<file path="src/rtl/core/pen_plane_bus_writer_macros.svh">
// Assertion helpers shared by the RTL.
`ifndef PEN_PLANE_BUS_WRITER_MACROS_SVH
`define PEN_PLANE_BUS_WRITER_MACROS_SVH

// Same-cycle implication, disabled during reset.
`define PPBW_ASSERT_NOW(label, clk, rst, ante, cons) \
  label: assert property (@(posedge clk) disable iff (rst) (ante) |-> (cons)) \
    else $error("pen_plane_bus_writer: same-cycle check failed");

// Next-cycle implication, disabled during reset.
`define PPBW_ASSERT_NEXT(label, clk, rst, ante, cons) \
  label: assert property (@(posedge clk) disable iff (rst) (ante) |=> (cons)) \
    else $error("pen_plane_bus_writer: next-cycle check failed");

`endif

</file>
<file path="src/rtl/core/ppbw_pkg.sv">
`default_nettype none
package ppbw_pkg;

  localparam int PIXELS = 8;
  localparam int GROUP_ADDR_BITS = 13;

  localparam logic ACT_WRITE = 1'b0;
  localparam logic ACT_FETCH = 1'b1;

  localparam logic [15:0] ADDR_WINDOW_MASK = 16'hE000;
  localparam logic [15:0] ADDR_WINDOW      = 16'h6000;
  localparam logic [15:0] REG_PEN_BANK     = 16'h9000;
  localparam logic [15:0] REG_SCROLL_HI    = 16'h9200;
  localparam logic [15:0] REG_SCROLL_LO    = 16'h9400;
  localparam logic [15:0] REG_FLIP         = 16'h9600;
  localparam logic [15:0] REG_SOUND        = 16'h9A00;

endpackage
`default_nettype wire

</file>
<file path="src/rtl/core/ppbw_merge.sv">
`default_nettype none
module ppbw_merge import ppbw_pkg::*; #(
  parameter int PEN_BITS = 3
) (
  input  wire logic [PEN_BITS-1:0]        pen,
  input  wire logic [7:0]                 byte_in,
  input  wire logic [PIXELS*PEN_BITS-1:0] group_in,
  output logic      [PIXELS*PEN_BITS-1:0] group_out
);

  always_comb begin
    logic [PEN_BITS-1:0] pix;
    logic                bit_set;
    pix       = '0;
    bit_set   = 1'b0;
    group_out = '0;
    if (pen != {PEN_BITS{1'b1}}) begin
      for (int i = 0; i < PIXELS; i++) begin
        pix     = group_in[i*PEN_BITS +: PEN_BITS];
        bit_set = byte_in[PIXELS-1-i];
        if (pix == pen) begin
          pix = bit_set ? pen : '0;
        end else if (bit_set) begin
          pix = pix | pen;
        end
        group_out[i*PEN_BITS +: PEN_BITS] = pix;
      end
    end
  end

endmodule
`default_nettype wire
</file>
<file path="config.mk">
export PLATFORM = sky130hd
export DESIGN_NAME = ppbw_merge
export DESIGN_NICKNAME = d
export VERILOG_FILES = /design/src/rtl/core/pen_plane_bus_writer_macros.svh /design/src/rtl/core/ppbw_pkg.sv /design/src/rtl/core/ppbw_merge.sv
export SDC_FILE = /design/constraint.sdc
export NUM_CORES = 1
export LEC_CHECK = 0
export BUFFER_PORTS_ARGS = -buffer_cell sky130_fd_sc_hd__buf_2
export CORE_MARGIN = 2
export CORE_UTILIZATION = 44
export DETAILED_ROUTE_END_ITERATION = 6
export GPL_TIMING_DRIVEN = 0
export PLACE_DENSITY_LB_ADDON = 0.05
export SYNTH_ARGS = -nofsm -noshare
export SYNTH_HDL_FRONTEND = slang
export SYNTH_SLANG_ARGS = --single-unit
</file>
<file path="constraint.sdc">
create_clock -name vclk -period 1.2
set_input_delay 0 -clock vclk [all_inputs]
set_output_delay 0 -clock vclk [all_outputs]
set_load 0.05 [all_outputs]
</file>
==> results.py, run 1 <==
metrics = {
    "logic_synthesis": {
        "synth_fp_nets": 215,
        "synth_cell_types": 20,
        "netlist_area_sq_um": 1150,
        "synth_mux_area_share_pct": 14.1,
        "synth_top_family_by_area": "simple AND/OR/NAND/NOR gates",
        "synth_cells": 156,
        "synth-compound-area-share_pct": 16.1,
        "avgSynthCellArea_sq_um": 7.37,
        "synth_simple_gate_area_share_pct": 32.2,
        "yosys.area.top_type_share_pct": 26.1,
        "yosys.area_share.xor_xnor_pct": 0,
        "yosysSeqAreaShare_pct": 0,
        "synth_top_cell_by_area": "ha_1",
        "synth_adder_area_share_pct": 26.1,
        "synth_area_leaders": "ha_1 (26%), inv_1 (8.2%), or3_1 (8.2%)",
        "yosys_warnings": 0,
    },
    "place": {
        "dp.cells": 240,
        "gp_congestion": 0.679,
        "place_hpwl_mm": 2.75,
        "dp_slack_ns": -0.819,
        "portBuffers": 54,
    },
    "floorplanning": {
        "row_count": 18,
        "die_y_um": 55.1,
        "ios": 59,
        "initial_core_util_pct": 46.4,
        "dieWidth_um": 55.1,
    },
    "outcome": {
        "outcome": "did not finish",
        "stop_stage": "clock tree synthesis",
        "first-error": "[ERROR DPL-0033] detailed placement checks failed during check placement.",
    },
    "clock_network": {
        "cts_resized": 104,
        "post_cts_buffers": 11,
        "postCtsHoldBufs": 0,
    },
}
[cells in the mapped netlist]
library cell	number
or2b_1	3
buf_6	1
ha_1	24
mux2i_1	5
or3_4	3
nor3_4	1
mux2_4	3
a31oi_1	10
inv_2	2
or3_1	15
nand3b_1	10
nand3_1	11
nor2_1	5
mux2_1	6
o32ai_1	9
nor3_1	5
nand2_1	8
clkbuf_1	5
inv_1	25
o221ai_1	5
[cell families after synthesis]
family,count (synthesis)
fa+ha+maj,24
mux,14
compound gates,24
buf+inv,33
simple gates,61
[stage by stage]
step | instance area [sq um] | TNS [ns] | hold slack [ns] | util (%)
2_1_floorplan | 1540 | -4.30 | 0.269 | -
3_3_place_gp | 1850 | -17.33 | 0.494 | 74.5
3_5_place_dp | 1850 | -17.81 | 0.504 | 74.5
==> inputs of run 2 (changes only) <==
- CORE_AREA: not set -> 2 2 63 65
- CORE_MARGIN: 2 -> not set
- CORE_UTILIZATION: 44 -> not set
- DIE_AREA: not set -> 0 0 65 67
- PLACE_DENSITY_LB_ADDON: 0.05 -> 0.15
- clock period: 1.2 -> 1.6 ns (I/O delays scaled with it)
==> run 2 against run 1 <==
Net effect:
- synthesized area stayed put
- the flow now finishes without violations
- synthesized cell count stayed put
==> results.py, run 2 <==
metrics = {
    "layout": {
        "area_growth_pct": 76.8,
        "diodes": 0,
        "n_fill_cell": 338,
        "final_cell_mix": "buf_2 (32), inv_1 (24), ha_1 (21), buf_6 (16), nand3_1 (11)",
        "final_area_sq_um": 2030,
        "fin_nets": 278,
        "clock_buffers": 0,
        "finish.utilization_pct": 56.4,
        "layout-drive-gt1-share_pct": 54.4,
        "seq_cell_count": 0,
        "ff_latch_area_sq_um": 0,
        "layout_commonest_cell": "buf_2",
        "multi_input_area_sq_um": 1370,
    },
    "logic_synthesis": {
        "synth_fp_nets": 215,
        "synth-compound-area-share_pct": 16.1,
        "synthTopCellsByCount": "inv_1 (25), ha_1 (24), or3_1 (15), nand3_1 (11)",
        "synth_simple_gate_area_share_pct": 32.2,
        "yosys.area.top_type_share_pct": 26.1,
        "synth_mux_area_share_pct": 14.1,
        "synth_cell_types": 20,
        "yosys_warnings": 0,
        "synth_top_family_by_area": "simple AND/OR/NAND/NOR gates",
        "synth_adder_area_share_pct": 26.1,
        "synth.most_common_cell": "inv_1",
        "synth_area_leaders": "ha_1 (26%), inv_1 (8.2%), or3_1 (8.2%)",
        "avgSynthCellArea_sq_um": 7.37,
        "synth_cells": 156,
        "synth_top_cell_by_area": "ha_1",
        "yosys.area_share.xor_xnor_pct": 0,
        "netlist_area_sq_um": 1150,
        "yosysSeqAreaShare_pct": 0,
    },
    "power": {
        "leakagePower_nw": 0.947,
        "ir_worst_vdd_uv": 292,
        "power_uw": 954,
        "power_density_nw_per_um2": 469,
    },
    "timing": {
        "slew_headroom_pct": 75.2,
        "max_freq_ghz": 0.626,
        "setup_viol": 0,
        "worst_pin_slew_ns": 0.371,
        "period_needed_ns": 1.60,
        "finalCritPeriodShare_pct": 99.9,
        "setup_tns_ns": 0,
        "slew_viol_final": 0,
        "hold_violations": 0,
        "rsz0062_at_grt": "true",
        "finalWorstSetupSlack_ns": 0.00208,
    },
    "global_routing": {
        "grt_max_degree": 13,
        "grt_pass1_wl_mm": 6.07,
        "grt_pass1_vias": 1336,
        "grt_usage_pct": 17.3,
        "antenna_found_initial": 0,
        "grt_overflow": 0,
    },
    "floorplanning": {
        "ios": 59,
        "initial_core_util_pct": 31.9,
        "die_y_um": 67,
        "core_sq_um": 3610,
        "dieWidth_um": 65,
        "dieArea_sq_um": 4360,
        "row_count": 22,
    },
    "routing": {
        "vias": 1422,
        "wirelength_mm": 3.87,
        "routedWlPerCell_um": 14.6,
        "ant_nets": 0,
        "avgViaCountPerCell": 5.37,
        "drc": 0,
        "drt-initial-drc-count": 24,
        "first_pass_iters": 4,
    },
    "outcome": {
        "outcome": "finished clean",
    },
    "worst_setup_path": {
        "worst_setup_path_end_kind": "output pin",
        "startpoint_type": "primary input",
        "worstSetupPathType": "in -> out",
        "worstPathRequired_ns": 1.60,
        "arrival_ns": 1.60,
        "worstPathMaxFanout": 5,
    },
    "place": {
        "gp_congestion": 0.757,
        "place_hpwl_mm": 2.83,
        "portBuffers": 54,
        "dp_slack_ns": -0.546,
        "place_area_sq_um": 1720,
    },
    "worst_hold_path": {
        "holdPathStages": 4,
        "hold_class": "in -> out",
    },
    "clock_network": {
        "postCtsHoldBufs": 0,
    },
    "run": {
        "drv_cap": 0,
    },
}
## run 2: per-layer routing
layer | vias up | GRT usage [%] | part of all wire, %
li1 | 712 | - | -
met1 | 669 | 21.7 | 42
met2 | 41 | 33.8 | 53
met3 | 0 | 1.18 | 5.0
met4 | 0 | 0 | 0
met5 | - | 0 | 0
## run 2: cell families (layout without fill, tap and decap cells)
group / count (synthesis) / count (layout)
AND/OR/NAND/NOR: 61 / 61
multiplexers: 14 / 14
adder cells (fa/ha/maj): 24 / 24
buffers and inverters: 33 / 94
AO/OA/AOI/OAI: 24 / 24
## run 2: worst max-delay path, cell delays in order
cell	delay, ns
buf_12	0.08
clkinvlp_4	0.12
buf_12	0.16
ha_4	0.23
or3_4	0.36
mux2_4	0.32
o32ai_4	0.12
buf_6	0.19
## run 2: stage by stage
step | std cells | hold slack (ns)
4_1_cts | 265 | 0.458
3_5_place_dp | 258 | 0.491
3_3_place_gp | 258 | 0.473
6_report | 265 | 0.449
5_1_grt | 265 | 0.464
2_1_floorplan | 156 | 0.269
## run 2: final cells by class
type,count,area share [%]
Timing Repair Buffer,61,22.6
Multi-Input combinational cell,123,67.3
Buffer,6,1.48
Tap cell,48,2.95
Inverter,27,5.66
## run 2: worst paths after layout
path	startpoint	end	slack [ns]
hold / removal	group_in[22]	group_out[22]	0.45
setup / recovery	pen[0]	group_out[18]	0.002
## run 2: where the power goes
group / internal [mW] / total [mW] / switching [mW]
registers: 0 / 0 / 0
clock network: 0 / 0 / 0
logic: 0.381 / 0.954 / 0.573
total: 0.381 / 0.954 / 0.573
## run 2: what timing repair did
item,4_1_cts,5_1_grt
gates resized for setup,45,24
pin swaps,5,0
setup buffers,7,0
setup endpoints to repair,24,24
Note: power is estimated with default switching activity, not from simulation.
